## config.mk

```make
export PLATFORM = sky130hd
export DESIGN_NAME = planar_odometry_integrator_core
export DESIGN_NICKNAME = d
export VERILOG_FILES = /design/src/hw/rtl/poi_pkg.sv /design/src/hw/rtl/poi_datapath.sv /design/src/hw/rtl/poi_ctrl.sv /design/src/hw/rtl/planar_odometry_integrator_core.sv
export SDC_FILE = /design/constraint.sdc
export NUM_CORES = 2
export LEC_CHECK = 0
export BUFFER_PORTS_ARGS = -buffer_cell sky130_fd_sc_hd__buf_2
export CORE_MARGIN = 5
export CORE_UTILIZATION = 35
export DETAILED_ROUTE_END_ITERATION = 8
export PLACE_DENSITY_LB_ADDON = 0.08
export REMOVE_ABC_BUFFERS = 1
export SYNTH_ARGS = -nofsm -noshare
export SYNTH_HDL_FRONTEND = slang
export SYNTH_SLANG_ARGS = --single-unit
```

## constraint.sdc

```tcl
create_clock -name aclk -period 9.87 [get_ports aclk]
set_input_delay 1.974 -clock aclk [delete_from_list [all_inputs] [get_ports aclk]]
set_output_delay 1.974 -clock aclk [all_outputs]
set_load 0.02 [all_outputs]
```

## src/hw/rtl/poi_pkg.sv

```systemverilog
// Shared types and constants for the planar odometry integrator.
// Holds the datapath command set, item/result records and the CORDIC arctangent table.
// No dependencies.
package poi_pkg;

    localparam int PI_Q13      = 25736;
    localparam int TWO_PI_Q13  = 51472;
    localparam int HALF_PI_Q13 = 12868;
    // 2pi in Q13 is 16 * 3217: the index divides by 3217 after the factor 16 is taken out
    localparam int IDX_DIVISOR = TWO_PI_Q13 / 16;
    // Rounding half of 2pi, scaled the same way and rounded down
    localparam int IDX_BIAS    = TWO_PI_Q13 / 32;

    localparam int CORDIC_ITERS  = 16;
    localparam int CORDIC_ITER_W = 4;
    localparam int CORDIC_W      = 33;
    localparam int CORDIC_GAIN_Q30 = 652032875;

    localparam int S_TDATA_W = 144;
    localparam int M_TDATA_W = 112;

    typedef enum logic [3:0] {
        OP_NONE,
        OP_CAPTURE,
        OP_ANGLE,
        OP_INDEX,
        OP_CORDIC_INIT,
        OP_CORDIC_STEP,
        OP_FOLD,
        OP_MUL_VXC,
        OP_MUL_VYS,
        OP_MUL_VXS,
        OP_MUL_VYC,
        OP_MUL_TXD,
        OP_MUL_TYD,
        OP_MUL_RD,
        OP_HEAD
    } op_t;

    typedef struct packed {
        op_t                      op;
        logic [CORDIC_ITER_W-1:0] iter;
        logic                     publish;
    } cmd_t;

    typedef struct packed {
        logic set_mode;
    } status_t;

    typedef struct packed {
        logic               mode;
        logic signed [15:0] body_vel_x;
        logic signed [15:0] body_vel_y;
        logic signed [15:0] yaw_rate;
        logic signed [15:0] elapsed;
        logic signed [31:0] set_x;
        logic signed [31:0] set_y;
        logic signed [15:0] set_heading;
    } item_t;

    typedef struct packed {
        logic signed [31:0] pos_x;
        logic signed [31:0] pos_y;
        logic signed [15:0] heading;
        logic signed [15:0] world_vel_x;
        logic signed [15:0] world_vel_y;
    } result_t;

    // Arctangent of 2^-i as a fraction of a turn, 2^32 per turn
    function automatic logic signed [CORDIC_W-1:0] atan_turn(
        input logic [CORDIC_ITER_W-1:0] iter
    );
        logic signed [CORDIC_W-1:0] val;
        case (iter)
            4'd0:    val = 33'sd536870912;
            4'd1:    val = 33'sd316933406;
            4'd2:    val = 33'sd167458907;
            4'd3:    val = 33'sd85004756;
            4'd4:    val = 33'sd42667331;
            4'd5:    val = 33'sd21354465;
            4'd6:    val = 33'sd10679838;
            4'd7:    val = 33'sd5340245;
            4'd8:    val = 33'sd2670163;
            4'd9:    val = 33'sd1335087;
            4'd10:   val = 33'sd667544;
            4'd11:   val = 33'sd333772;
            4'd12:   val = 33'sd166886;
            4'd13:   val = 33'sd83443;
            4'd14:   val = 33'sd41722;
            default: val = 33'sd20861;
        endcase
        return val;
    endfunction

endpackage

```

## src/hw/rtl/poi_datapath.sv

```systemverilog
// Datapath of the planar odometry integrator: pose registers, angle-index reciprocal
// multiplier, CORDIC unit and one shared multiplier, all stepped by commands from poi_ctrl.
// Depends on poi_pkg.
module poi_datapath #(
    parameter int SINE_TABLE_BITS = 10
) (
    input  logic              aclk,
    input  logic              aresetn,
    input  poi_pkg::cmd_t     cmd,
    input  poi_pkg::item_t    item,
    output poi_pkg::status_t  status,
    output poi_pkg::result_t  result
);

    localparam int IdxW   = SINE_TABLE_BITS;
    localparam int NumW   = IdxW + 13;
    localparam int RecW   = NumW + 1;
    localparam int RecSh  = NumW + 12;
    localparam int ZShift = 32 - IdxW;
    localparam int CW     = poi_pkg::CORDIC_W;

    // Rounded-up reciprocal of the index divisor, exact for every numerator below 2^NumW
    localparam longint RecipL = ((64'sd1 <<< RecSh) + poi_pkg::IDX_DIVISOR - 1)
                                / poi_pkg::IDX_DIVISOR;
    localparam logic [RecW-1:0] Recip = RecW'(RecipL);

    localparam logic signed [17:0] HalfPi = 18'(poi_pkg::HALF_PI_Q13);
    localparam logic signed [17:0] Pi18   = 18'(poi_pkg::PI_Q13);
    localparam logic signed [17:0] TwoPi  = 18'(poi_pkg::TWO_PI_Q13);

    // Pose and flags (reset)
    logic               mode_reg, mode_next;
    logic signed [31:0] x_reg, x_next;
    logic signed [31:0] y_reg, y_next;
    logic signed [15:0] head_reg, head_next;

    // Working registers (no reset)
    logic signed [15:0] vx_reg, vx_next;
    logic signed [15:0] vy_reg, vy_next;
    logic signed [15:0] rate_reg, rate_next;
    logic signed [15:0] dt_reg, dt_next;
    logic [NumW-1:0]    num_reg, num_next;
    logic [IdxW-1:0]    idx_reg, idx_next;
    logic [1:0]         quad_reg, quad_next;
    logic signed [CW-1:0] cx_reg, cx_next;
    logic signed [CW-1:0] cy_reg, cy_next;
    logic signed [CW-1:0] cz_reg, cz_next;
    logic signed [15:0] cs_reg, cs_next;
    logic signed [15:0] sn_reg, sn_next;
    logic signed [33:0] prod_reg, prod_next;
    logic signed [33:0] acc_reg, acc_next;
    logic signed [17:0] tx_reg, tx_next;
    logic signed [17:0] ty_reg, ty_next;
    logic signed [15:0] wvx_reg, wvx_next;
    logic signed [15:0] wvy_reg, wvy_next;

    // Angle to table index
    logic signed [17:0]    a_w;
    logic signed [17:0]    a_fold;
    logic [15:0]           a_p;
    logic [NumW-1:0]       num_w;
    logic [NumW+RecW-1:0]  idx_prod;
    logic [IdxW-1:0]       idx;

    // CORDIC
    logic signed [CW-1:0] dx;
    logic signed [CW-1:0] dy;
    logic signed [CW-1:0] atan;
    logic signed [33:0]   c_rnd;
    logic signed [33:0]   s_rnd;
    logic signed [15:0]   c16;
    logic signed [15:0]   s16;

    // Multiplier and accumulation
    logic signed [17:0] mul_a;
    logic signed [15:0] mul_b;
    logic signed [33:0] product;
    logic signed [34:0] acc35;
    logic signed [34:0] prod35;
    logic signed [34:0] sub_rnd;
    logic signed [34:0] add_rnd;
    logic signed [34:0] p_rnd;
    logic signed [34:0] h_rnd;
    logic signed [23:0] p_step;
    logic signed [31:0] pos_cur;
    logic signed [32:0] pos_sum;
    logic signed [31:0] pos_sat;
    logic signed [17:0] h_step;
    logic signed [17:0] h_sum;
    logic signed [17:0] h_wrap;
    logic signed [15:0] wvx_sat;
    logic signed [15:0] wvy_sat;

    assign a_w    = HalfPi - {{2{head_reg[15]}}, head_reg};
    assign a_fold = a_w[17] ? (a_w + TwoPi) : a_w;
    assign a_p    = a_fold[15:0];

    // Index = round(a * 2^IdxW / 2pi) with the factor 16 of 2pi moved into the numerator
    assign num_w    = (NumW'(a_p) << (IdxW - 4)) + NumW'(poi_pkg::IDX_BIAS);
    assign idx_prod = num_reg * Recip;
    assign idx      = idx_prod[RecSh+IdxW-1:RecSh];

    assign dx   = cy_reg >>> cmd.iter;
    assign dy   = cx_reg >>> cmd.iter;
    assign atan = poi_pkg::atan_turn(cmd.iter);

    assign c_rnd = {cx_reg[CW-1], cx_reg} + 34'sd65536;
    assign s_rnd = {cy_reg[CW-1], cy_reg} + 34'sd65536;
    assign c16   = c_rnd[32:17];
    assign s16   = s_rnd[32:17];

    always_comb begin
        case (cmd.op)
            poi_pkg::OP_MUL_VXC: begin
                mul_a = {{2{vx_reg[15]}}, vx_reg};
                mul_b = cs_reg;
            end
            poi_pkg::OP_MUL_VYS: begin
                mul_a = {{2{vy_reg[15]}}, vy_reg};
                mul_b = sn_reg;
            end
            poi_pkg::OP_MUL_VXS: begin
                mul_a = {{2{vx_reg[15]}}, vx_reg};
                mul_b = sn_reg;
            end
            poi_pkg::OP_MUL_VYC: begin
                mul_a = {{2{vy_reg[15]}}, vy_reg};
                mul_b = cs_reg;
            end
            poi_pkg::OP_MUL_TXD: begin
                mul_a = tx_reg;
                mul_b = dt_reg;
            end
            poi_pkg::OP_MUL_TYD: begin
                mul_a = ty_reg;
                mul_b = dt_reg;
            end
            default: begin
                mul_a = {{2{rate_reg[15]}}, rate_reg};
                mul_b = dt_reg;
            end
        endcase
    end

    assign product = mul_a * mul_b;

    assign acc35   = {acc_reg[33], acc_reg};
    assign prod35  = {prod_reg[33], prod_reg};
    assign sub_rnd = acc35 - prod35 + 35'sd4096;
    assign add_rnd = acc35 + prod35 + 35'sd4096;

    // Position step: round the Q27 product to Q16, add and saturate
    assign p_rnd   = prod35 + 35'sd1024;
    assign p_step  = p_rnd[34:11];
    assign pos_cur = (cmd.op == poi_pkg::OP_MUL_TYD) ? x_reg : y_reg;
    assign pos_sum = {pos_cur[31], pos_cur} + {{9{p_step[23]}}, p_step};
    always_comb begin
        if (pos_sum[32] != pos_sum[31]) begin
            pos_sat = pos_sum[32] ? 32'sh8000_0000 : 32'sh7FFF_FFFF;
        end else begin
            pos_sat = pos_sum[31:0];
        end
    end

    // Heading step: round the Q28 product to Q13, add and wrap once
    assign h_rnd  = prod35 + 35'sd16384;
    assign h_step = h_rnd[32:15];
    assign h_sum  = {{2{head_reg[15]}}, head_reg} + h_step;
    always_comb begin
        if (h_sum < -Pi18) begin
            h_wrap = h_sum + TwoPi;
        end else if (h_sum > Pi18) begin
            h_wrap = h_sum - TwoPi;
        end else begin
            h_wrap = h_sum;
        end
    end

    always_comb begin
        if (tx_reg > 18'sd32767) begin
            wvx_sat = 16'sh7FFF;
        end else if (tx_reg < -18'sd32768) begin
            wvx_sat = 16'sh8000;
        end else begin
            wvx_sat = tx_reg[15:0];
        end
        if (ty_reg > 18'sd32767) begin
            wvy_sat = 16'sh7FFF;
        end else if (ty_reg < -18'sd32768) begin
            wvy_sat = 16'sh8000;
        end else begin
            wvy_sat = ty_reg[15:0];
        end
    end

    always_comb begin
        mode_next = mode_reg;
        x_next    = x_reg;
        y_next    = y_reg;
        head_next = head_reg;
        vx_next   = vx_reg;
        vy_next   = vy_reg;
        rate_next = rate_reg;
        dt_next   = dt_reg;
        num_next  = num_reg;
        idx_next  = idx_reg;
        quad_next = quad_reg;
        cx_next   = cx_reg;
        cy_next   = cy_reg;
        cz_next   = cz_reg;
        cs_next   = cs_reg;
        sn_next   = sn_reg;
        prod_next = prod_reg;
        acc_next  = acc_reg;
        tx_next   = tx_reg;
        ty_next   = ty_reg;
        wvx_next  = wvx_reg;
        wvy_next  = wvy_reg;
        case (cmd.op)
            poi_pkg::OP_CAPTURE: begin
                mode_next = item.mode;
                vx_next   = item.body_vel_x;
                vy_next   = item.body_vel_y;
                rate_next = item.yaw_rate;
                dt_next   = item.elapsed;
                // Load the pose straight away in set mode
                if (item.mode) begin
                    x_next    = item.set_x;
                    y_next    = item.set_y;
                    head_next = item.set_heading;
                    wvx_next  = '0;
                    wvy_next  = '0;
                end
            end
            poi_pkg::OP_ANGLE: begin
                num_next = num_w;
            end
            poi_pkg::OP_INDEX: begin
                idx_next = idx;
            end
            poi_pkg::OP_CORDIC_INIT: begin
                quad_next = idx_reg[IdxW-1:IdxW-2];
                cx_next   = CW'(poi_pkg::CORDIC_GAIN_Q30);
                cy_next   = '0;
                cz_next   = $signed(CW'(idx_reg[IdxW-3:0]) << ZShift);
            end
            poi_pkg::OP_CORDIC_STEP: begin
                if (cz_reg[CW-1]) begin
                    cx_next = cx_reg + dx;
                    cy_next = cy_reg - dy;
                    cz_next = cz_reg + atan;
                end else begin
                    cx_next = cx_reg - dx;
                    cy_next = cy_reg + dy;
                    cz_next = cz_reg - atan;
                end
            end
            poi_pkg::OP_FOLD: begin
                case (quad_reg)
                    2'd0: begin
                        cs_next = c16;
                        sn_next = s16;
                    end
                    2'd1: begin
                        cs_next = -s16;
                        sn_next = c16;
                    end
                    2'd2: begin
                        cs_next = -c16;
                        sn_next = -s16;
                    end
                    default: begin
                        cs_next = s16;
                        sn_next = -c16;
                    end
                endcase
            end
            poi_pkg::OP_MUL_VXC: begin
                prod_next = product;
            end
            poi_pkg::OP_MUL_VYS: begin
                acc_next  = prod_reg;
                prod_next = product;
            end
            poi_pkg::OP_MUL_VXS: begin
                tx_next   = sub_rnd[30:13];
                prod_next = product;
            end
            poi_pkg::OP_MUL_VYC: begin
                acc_next  = prod_reg;
                prod_next = product;
            end
            poi_pkg::OP_MUL_TXD: begin
                ty_next   = -$signed(add_rnd[30:13]);
                prod_next = product;
            end
            poi_pkg::OP_MUL_TYD: begin
                x_next    = pos_sat;
                prod_next = product;
            end
            poi_pkg::OP_MUL_RD: begin
                y_next    = pos_sat;
                prod_next = product;
            end
            poi_pkg::OP_HEAD: begin
                head_next = h_wrap[15:0];
                wvx_next  = wvx_sat;
                wvy_next  = wvy_sat;
            end
            default: begin
            end
        endcase
    end

    always_ff @(posedge aclk) begin
        if (!aresetn) begin
            mode_reg <= 1'b0;
            x_reg    <= '0;
            y_reg    <= '0;
            head_reg <= '0;
        end else begin
            mode_reg <= mode_next;
            x_reg    <= x_next;
            y_reg    <= y_next;
            head_reg <= head_next;
        end
    end

    always_ff @(posedge aclk) begin
        vx_reg   <= vx_next;
        vy_reg   <= vy_next;
        rate_reg <= rate_next;
        dt_reg   <= dt_next;
        num_reg  <= num_next;
        idx_reg  <= idx_next;
        quad_reg <= quad_next;
        cx_reg   <= cx_next;
        cy_reg   <= cy_next;
        cz_reg   <= cz_next;
        cs_reg   <= cs_next;
        sn_reg   <= sn_next;
        prod_reg <= prod_next;
        acc_reg  <= acc_next;
        tx_reg   <= tx_next;
        ty_reg   <= ty_next;
        wvx_reg  <= wvx_next;
        wvy_reg  <= wvy_next;
    end

    assign status.set_mode = mode_reg;

    assign result.pos_x       = x_reg;
    assign result.pos_y       = y_reg;
    assign result.heading     = head_reg;
    assign result.world_vel_x = wvx_reg;
    assign result.world_vel_y = wvy_reg;

endmodule

```

## src/hw/rtl/poi_ctrl.sv

```systemverilog
// Sequencer of the planar odometry integrator: walks an integrate transaction through
// capture, table-index computation, CORDIC, the multiply schedule and publication.
// Depends on poi_pkg.
module poi_ctrl (
    input  logic             aclk,
    input  logic             aresetn,
    input  logic             in_valid,
    input  logic             out_free,
    input  poi_pkg::status_t status,
    output logic             in_ready,
    output poi_pkg::cmd_t    cmd
);

    localparam int CntW = $clog2(poi_pkg::CORDIC_ITERS);

    typedef enum logic [3:0] {
        ST_IDLE,
        ST_DECODE,
        ST_INDEX,
        ST_CINIT,
        ST_CORDIC,
        ST_FOLD,
        ST_VXC,
        ST_VYS,
        ST_VXS,
        ST_VYC,
        ST_TXD,
        ST_TYD,
        ST_RD,
        ST_HEAD,
        ST_DONE
    } state_t;

    state_t          state_reg, state_next;
    logic [CntW-1:0] cnt_reg, cnt_next;

    assign in_ready = (state_reg == ST_IDLE);

    always_comb begin
        state_next  = state_reg;
        cnt_next    = cnt_reg;
        cmd.op      = poi_pkg::OP_NONE;
        cmd.iter    = cnt_reg[poi_pkg::CORDIC_ITER_W-1:0];
        cmd.publish = 1'b0;
        case (state_reg)
            ST_IDLE: begin
                if (in_valid) begin
                    cmd.op     = poi_pkg::OP_CAPTURE;
                    state_next = ST_DECODE;
                end
            end
            ST_DECODE: begin
                // Set mode already loaded the pose at capture
                if (status.set_mode) begin
                    state_next = ST_DONE;
                end else begin
                    cmd.op     = poi_pkg::OP_ANGLE;
                    state_next = ST_INDEX;
                end
            end
            ST_INDEX: begin
                cmd.op     = poi_pkg::OP_INDEX;
                state_next = ST_CINIT;
            end
            ST_CINIT: begin
                cmd.op     = poi_pkg::OP_CORDIC_INIT;
                cnt_next   = '0;
                state_next = ST_CORDIC;
            end
            ST_CORDIC: begin
                cmd.op = poi_pkg::OP_CORDIC_STEP;
                if (cnt_reg == CntW'(poi_pkg::CORDIC_ITERS - 1)) begin
                    cnt_next   = '0;
                    state_next = ST_FOLD;
                end else begin
                    cnt_next = cnt_reg + 1'b1;
                end
            end
            ST_FOLD: begin
                cmd.op     = poi_pkg::OP_FOLD;
                state_next = ST_VXC;
            end
            ST_VXC: begin
                cmd.op     = poi_pkg::OP_MUL_VXC;
                state_next = ST_VYS;
            end
            ST_VYS: begin
                cmd.op     = poi_pkg::OP_MUL_VYS;
                state_next = ST_VXS;
            end
            ST_VXS: begin
                cmd.op     = poi_pkg::OP_MUL_VXS;
                state_next = ST_VYC;
            end
            ST_VYC: begin
                cmd.op     = poi_pkg::OP_MUL_VYC;
                state_next = ST_TXD;
            end
            ST_TXD: begin
                cmd.op     = poi_pkg::OP_MUL_TXD;
                state_next = ST_TYD;
            end
            ST_TYD: begin
                cmd.op     = poi_pkg::OP_MUL_TYD;
                state_next = ST_RD;
            end
            ST_RD: begin
                cmd.op     = poi_pkg::OP_MUL_RD;
                state_next = ST_HEAD;
            end
            ST_HEAD: begin
                cmd.op     = poi_pkg::OP_HEAD;
                state_next = ST_DONE;
            end
            ST_DONE: begin
                // Hold until the output register can take the result
                if (out_free) begin
                    cmd.publish = 1'b1;
                    state_next  = ST_IDLE;
                end
            end
            default: begin
                state_next = ST_IDLE;
            end
        endcase
    end

    always_ff @(posedge aclk) begin
        if (!aresetn) begin
            state_reg <= ST_IDLE;
            cnt_reg   <= '0;
        end else begin
            state_reg <= state_next;
            cnt_reg   <= cnt_next;
        end
    end

endmodule

```

## src/hw/rtl/planar_odometry_integrator_core.sv

```systemverilog
// Top level of the planar odometry integrator: stream ports, output register,
// sequencer and datapath. Depends on poi_pkg, poi_ctrl and poi_datapath.
//
//   Channel | Direction | Payload
//   s_*     | in        | tuser: mode; tdata: body velocity, yaw rate, elapsed, pose to load
//   m_*     | out       | tdata: position, heading, world velocity
//
// An integrate transaction runs from accept to the next accept through capture, the
// table index (numerator, then reciprocal multiply), CORDIC setup, 16 CORDIC steps,
// the quadrant fold, seven passes through the single shared multiplier, the heading
// update and publication, held for a free output register; set mode skips straight to it.
// The finished result sits in the output register, so a new transaction is accepted
// while m_tready is low; only the next result waits for that register to drain.
// Synchronous reset clears the pose to zero and drops any pending result.
module planar_odometry_integrator_core #(
    parameter int SINE_TABLE_BITS = 10
) (
    input  logic                            aclk,
    input  logic                            aresetn,
    input  logic                            s_tvalid,
    output logic                            s_tready,
    // [15:0] body_vel_x, [31:16] body_vel_y, [47:32] yaw_rate, [63:48] elapsed,
    // [95:64] set_x, [127:96] set_y, [143:128] set_heading
    input  logic [poi_pkg::S_TDATA_W-1:0]   s_tdata,
    // [0] mode
    input  logic [0:0]                      s_tuser,
    output logic                            m_tvalid,
    input  logic                            m_tready,
    // [31:0] pos_x, [63:32] pos_y, [79:64] heading, [95:80] world_vel_x,
    // [111:96] world_vel_y
    output logic [poi_pkg::M_TDATA_W-1:0]   m_tdata
);

    poi_pkg::cmd_t    cmd;
    poi_pkg::status_t status;
    poi_pkg::item_t   item;
    poi_pkg::result_t res;

    logic                          out_free;
    logic                          m_tvalid_reg, m_tvalid_next;
    logic [poi_pkg::M_TDATA_W-1:0] m_tdata_reg, m_tdata_next;

    assign item.mode        = s_tuser[0];
    assign item.body_vel_x  = s_tdata[15:0];
    assign item.body_vel_y  = s_tdata[31:16];
    assign item.yaw_rate    = s_tdata[47:32];
    assign item.elapsed     = s_tdata[63:48];
    assign item.set_x       = s_tdata[95:64];
    assign item.set_y       = s_tdata[127:96];
    assign item.set_heading = s_tdata[143:128];

    assign out_free = !m_tvalid_reg || m_tready;

    poi_ctrl u_ctrl (
        .aclk     (aclk),
        .aresetn  (aresetn),
        .in_valid (s_tvalid),
        .out_free (out_free),
        .status   (status),
        .in_ready (s_tready),
        .cmd      (cmd)
    );

    poi_datapath #(
        .SINE_TABLE_BITS (SINE_TABLE_BITS)
    ) u_datapath (
        .aclk    (aclk),
        .aresetn (aresetn),
        .cmd     (cmd),
        .item    (item),
        .status  (status),
        .result  (res)
    );

    always_comb begin
        m_tvalid_next = m_tvalid_reg;
        m_tdata_next  = m_tdata_reg;
        if (cmd.publish) begin
            m_tvalid_next = 1'b1;
            m_tdata_next  = {res.world_vel_y, res.world_vel_x, res.heading,
                             res.pos_y, res.pos_x};
        end else if (m_tready) begin
            m_tvalid_next = 1'b0;
        end
    end

    always_ff @(posedge aclk) begin
        if (!aresetn) begin
            m_tvalid_reg <= 1'b0;
        end else begin
            m_tvalid_reg <= m_tvalid_next;
        end
    end

    always_ff @(posedge aclk) begin
        m_tdata_reg <= m_tdata_next;
    end

    assign m_tvalid = m_tvalid_reg;
    assign m_tdata  = m_tdata_reg;

endmodule

```

==> run summary <==
status -> complete, no violations
all-layer global routing usage -> 20.3%
I/O pin count -> 263
dpl hpwl -> 142000 µm
crit path capture type -> register
Root Buffer -> clkbuf_16
first-pass GRT wire length -> 275000 µm
Initial DRC Count -> 2692
Worst Path Class, Setup -> reg2reg
post-layout min period -> 9.26 ns
YS warnings -> 0
CTS Buf Count -> 77
Mapped Area -> 58200 µm²
leading area contributor after synthesis -> edfxtp_1
vias in the first global route -> 44900
period utilization -> 93.8%
post-synthesis cell count -> 6008
Post-synth EDFFs -> 469
crit path launch type -> register
antenna-violating nets left -> 0
Post CTS Setup Buffer Count -> 0
Max Clock Freq -> 108 MHz
maxcap violations -> 0
Critical Path RT -> 10.27 ns
Clock transition at path regs -> 0.06 ns
Slew @ Worst Pin -> 1.28 ns
area share of the largest cell type after synthesis -> 24.2%
chip width -> 418 µm
layout cells sized above 1 -> 10.4%
DR vias -> 44200
largest net degree at the start of global routing -> 83
hold depth -> 0
Synth-to-Final Area Change -> 10.9%
Slew Viols, Final -> 0
top cells by area, synth -> edfxtp_1 24%, fa_1 15%, ha_1 12%, inv_1 4.5%, dfxtp_1 4.1%
wire length per cell -> 21.2 µm
CTS resizes -> 0
commonest non-fill, non-tap cell in the layout -> inv_1
synthesized area per cell -> 9.68 µm²
hold buffer count at CTS -> 0
worst-case reg-to-reg path depth -> 29
Area after DPL -> 61900 µm²
prevailing post-synth register cell -> edfxtp_1
Die ar. -> 174000 µm²
relative slew slack -> 14.3%
critical path fanouts, max -> 16
Setup Skew -> 0.0454 ns
Reg2Reg Setup Slack -> 0.61 ns
layout net count -> 7336
FILL cells -> 16700
Fin. Hold Viols -> 0
Initial Utilization -> 35.2%
r2r endpoint -> u_datapath.prod_reg[33]
initial antenna violation count -> 3
Core Rows -> 149
clock tree buffer depth -> 3
DR pass1 iterations -> 9
Hold Crit Class -> reg2reg
min-delay src -> u_datapath.wvx_reg[1]
post-route cell area -> 64500 µm²
FFs w/ async S/R, synth -> 0%
Post-Route WL -> 179000 µm
drt via density -> 5.22
max reg flops -> 112
H-Tree Depth -> 3
worst stage delay on the critical path -> 0.69 ns
RSZ-0062 raised after global routing -> no
drt drc -> 0
clk_lat worst skew -> 0.69 ns
core area -> 165000 µm²
commonest non-fill, non-tap cells in the layout -> 691 x inv_1, 556 x nor2_1, 548 x nand2_1
sequential share of the synthesized area -> 28.3%
critical path's slowest cell -> a2111oi_0
# setup viols final -> 0
crit path DAT -> 9.66 ns
synthesized flop and latch total -> 589
Die Ht -> 418 µm
most used cell, CP -> fa_1
# clock sinks -> 589
hold path endpoint -> m_tdata[81]
I/O Buffers -> 262
Synth cell types -> 105
GRT Residual Overflow -> 0
CTS tree -> done
FF-to-FF Start -> u_ctrl.state_reg[2]
GP Congestion -> 0.873
-- critical path: cells and delay by family (launching register included) --
kind	cells	cell delay, ns
AO/OA/AOI/OAI	11	3.19
XOR/XNOR	1	0.11
adder cells (fa/ha/maj)	7	3.00
buffers and inverters	4	0.32
flip-flops	1	0.45
AND/OR/NAND/NOR	6	1.88
-- cells in the mapped netlist (17+ instances only) --
cell type    n
o21bai_1    33
nand3_1    142
o211ai_1    28
or2_2       26
nor3_1      82
nand2b_1    58
edfxtp_1   469
xnor2_1    255
a22oi_1     50
nor2b_1     35
o21a_1     102
o22ai_1     24
nor4_1      21
a222oi_1    21
inv_1      692
a21o_1      98
o2bb2ai_1   29
mux2i_1     53
a211oi_1    40
clkbuf_1   170
a21oi_1    336
nand4_1     33
or3_1       32
and3_1      40
o21ai_0    187
a211o_1     17
a31oi_1     76
buf_2       20
fa_1       447
mux2_2      33
buf_1       17
dfxtp_1    120
nand2_1    551
nor2_1     559
and2_1      45
ha_1       543
o21ai_1     36
xor2_1     154
mux4_2      85
o31ai_1     26
-- per-layer routing --
layer	GRT usage [%]	vias up	share of wire [%]
met5	0	-	0
met4	5.11	0	2.4
met3	2.02	169	3.7
met2	34.3	873	48
met1	28.0	21700	46
li1	-	21400	-
-- logic make-up (layout without fill, tap and decap cells) --
logic type               Yosys count  count (layout)  synth area share (%)
XOR/XNOR                         410             410                  6.19
flip-flops                       589             589                  28.3
multiplexers                     178             178                  5.08
AND/OR/NAND/NOR                 1698            1698                  13.4
other                              1               2               0.00645
AO/OA/AOI/OAI                   1230            1230                  13.8
adder cells (fa/ha/maj)          990             990                  27.1
buffers and inverters            912            1166                  6.09
-- how the worst max path moves through the flow --
stage | start | to | slack [ns]
detailed placement | u_ctrl.state_reg[2] | u_datapath.prod_reg[33] | 0.52
CTS | u_ctrl.state_reg[2] | u_datapath.prod_reg[33] | 0.50
finish | u_ctrl.state_reg[2] | u_datapath.prod_reg[33] | 0.61
global route | u_ctrl.state_reg[2] | u_datapath.prod_reg[33] | 0.12
floorplan | m_tready | m_tdata[0] | -0.44
global placement | u_ctrl.state_reg[2] | u_datapath.prod_reg[33] | 0.73
-- stage by stage --
step	setup WS (ns)	TNS (ns)	cells	utilization [%]	hold WS (ns)
2_1_floorplan	-0.439	-49.16	5789	-	0.400
5_1_grt	0.121	0	8452	39.1	0.417
6_report	0.612	0	8452	39.1	0.393
3_5_place_dp	0.523	0	8307	37.5	0.405
4_1_cts	0.503	0	8451	39.1	0.386
3_3_place_gp	0.726	0	8307	37.5	0.403
-- layout make-up --
type                    count  area [µm²]  share of cell area, %
inverters                 693        2600                   4.04
clock buffers             102        2190                   3.39
clock inverters            42         468                  0.725
diodes                      1        2.50                0.00388
flip-flops and latches    589       16500                   25.6
multi-input cells        4507       38200                   59.2
well taps                2189        2740                   4.24
repair buffers            329        1810                   2.81
Power is not shown: default switching activity piles up to over one toggle a cycle in this logic, so the estimate is an artifact.
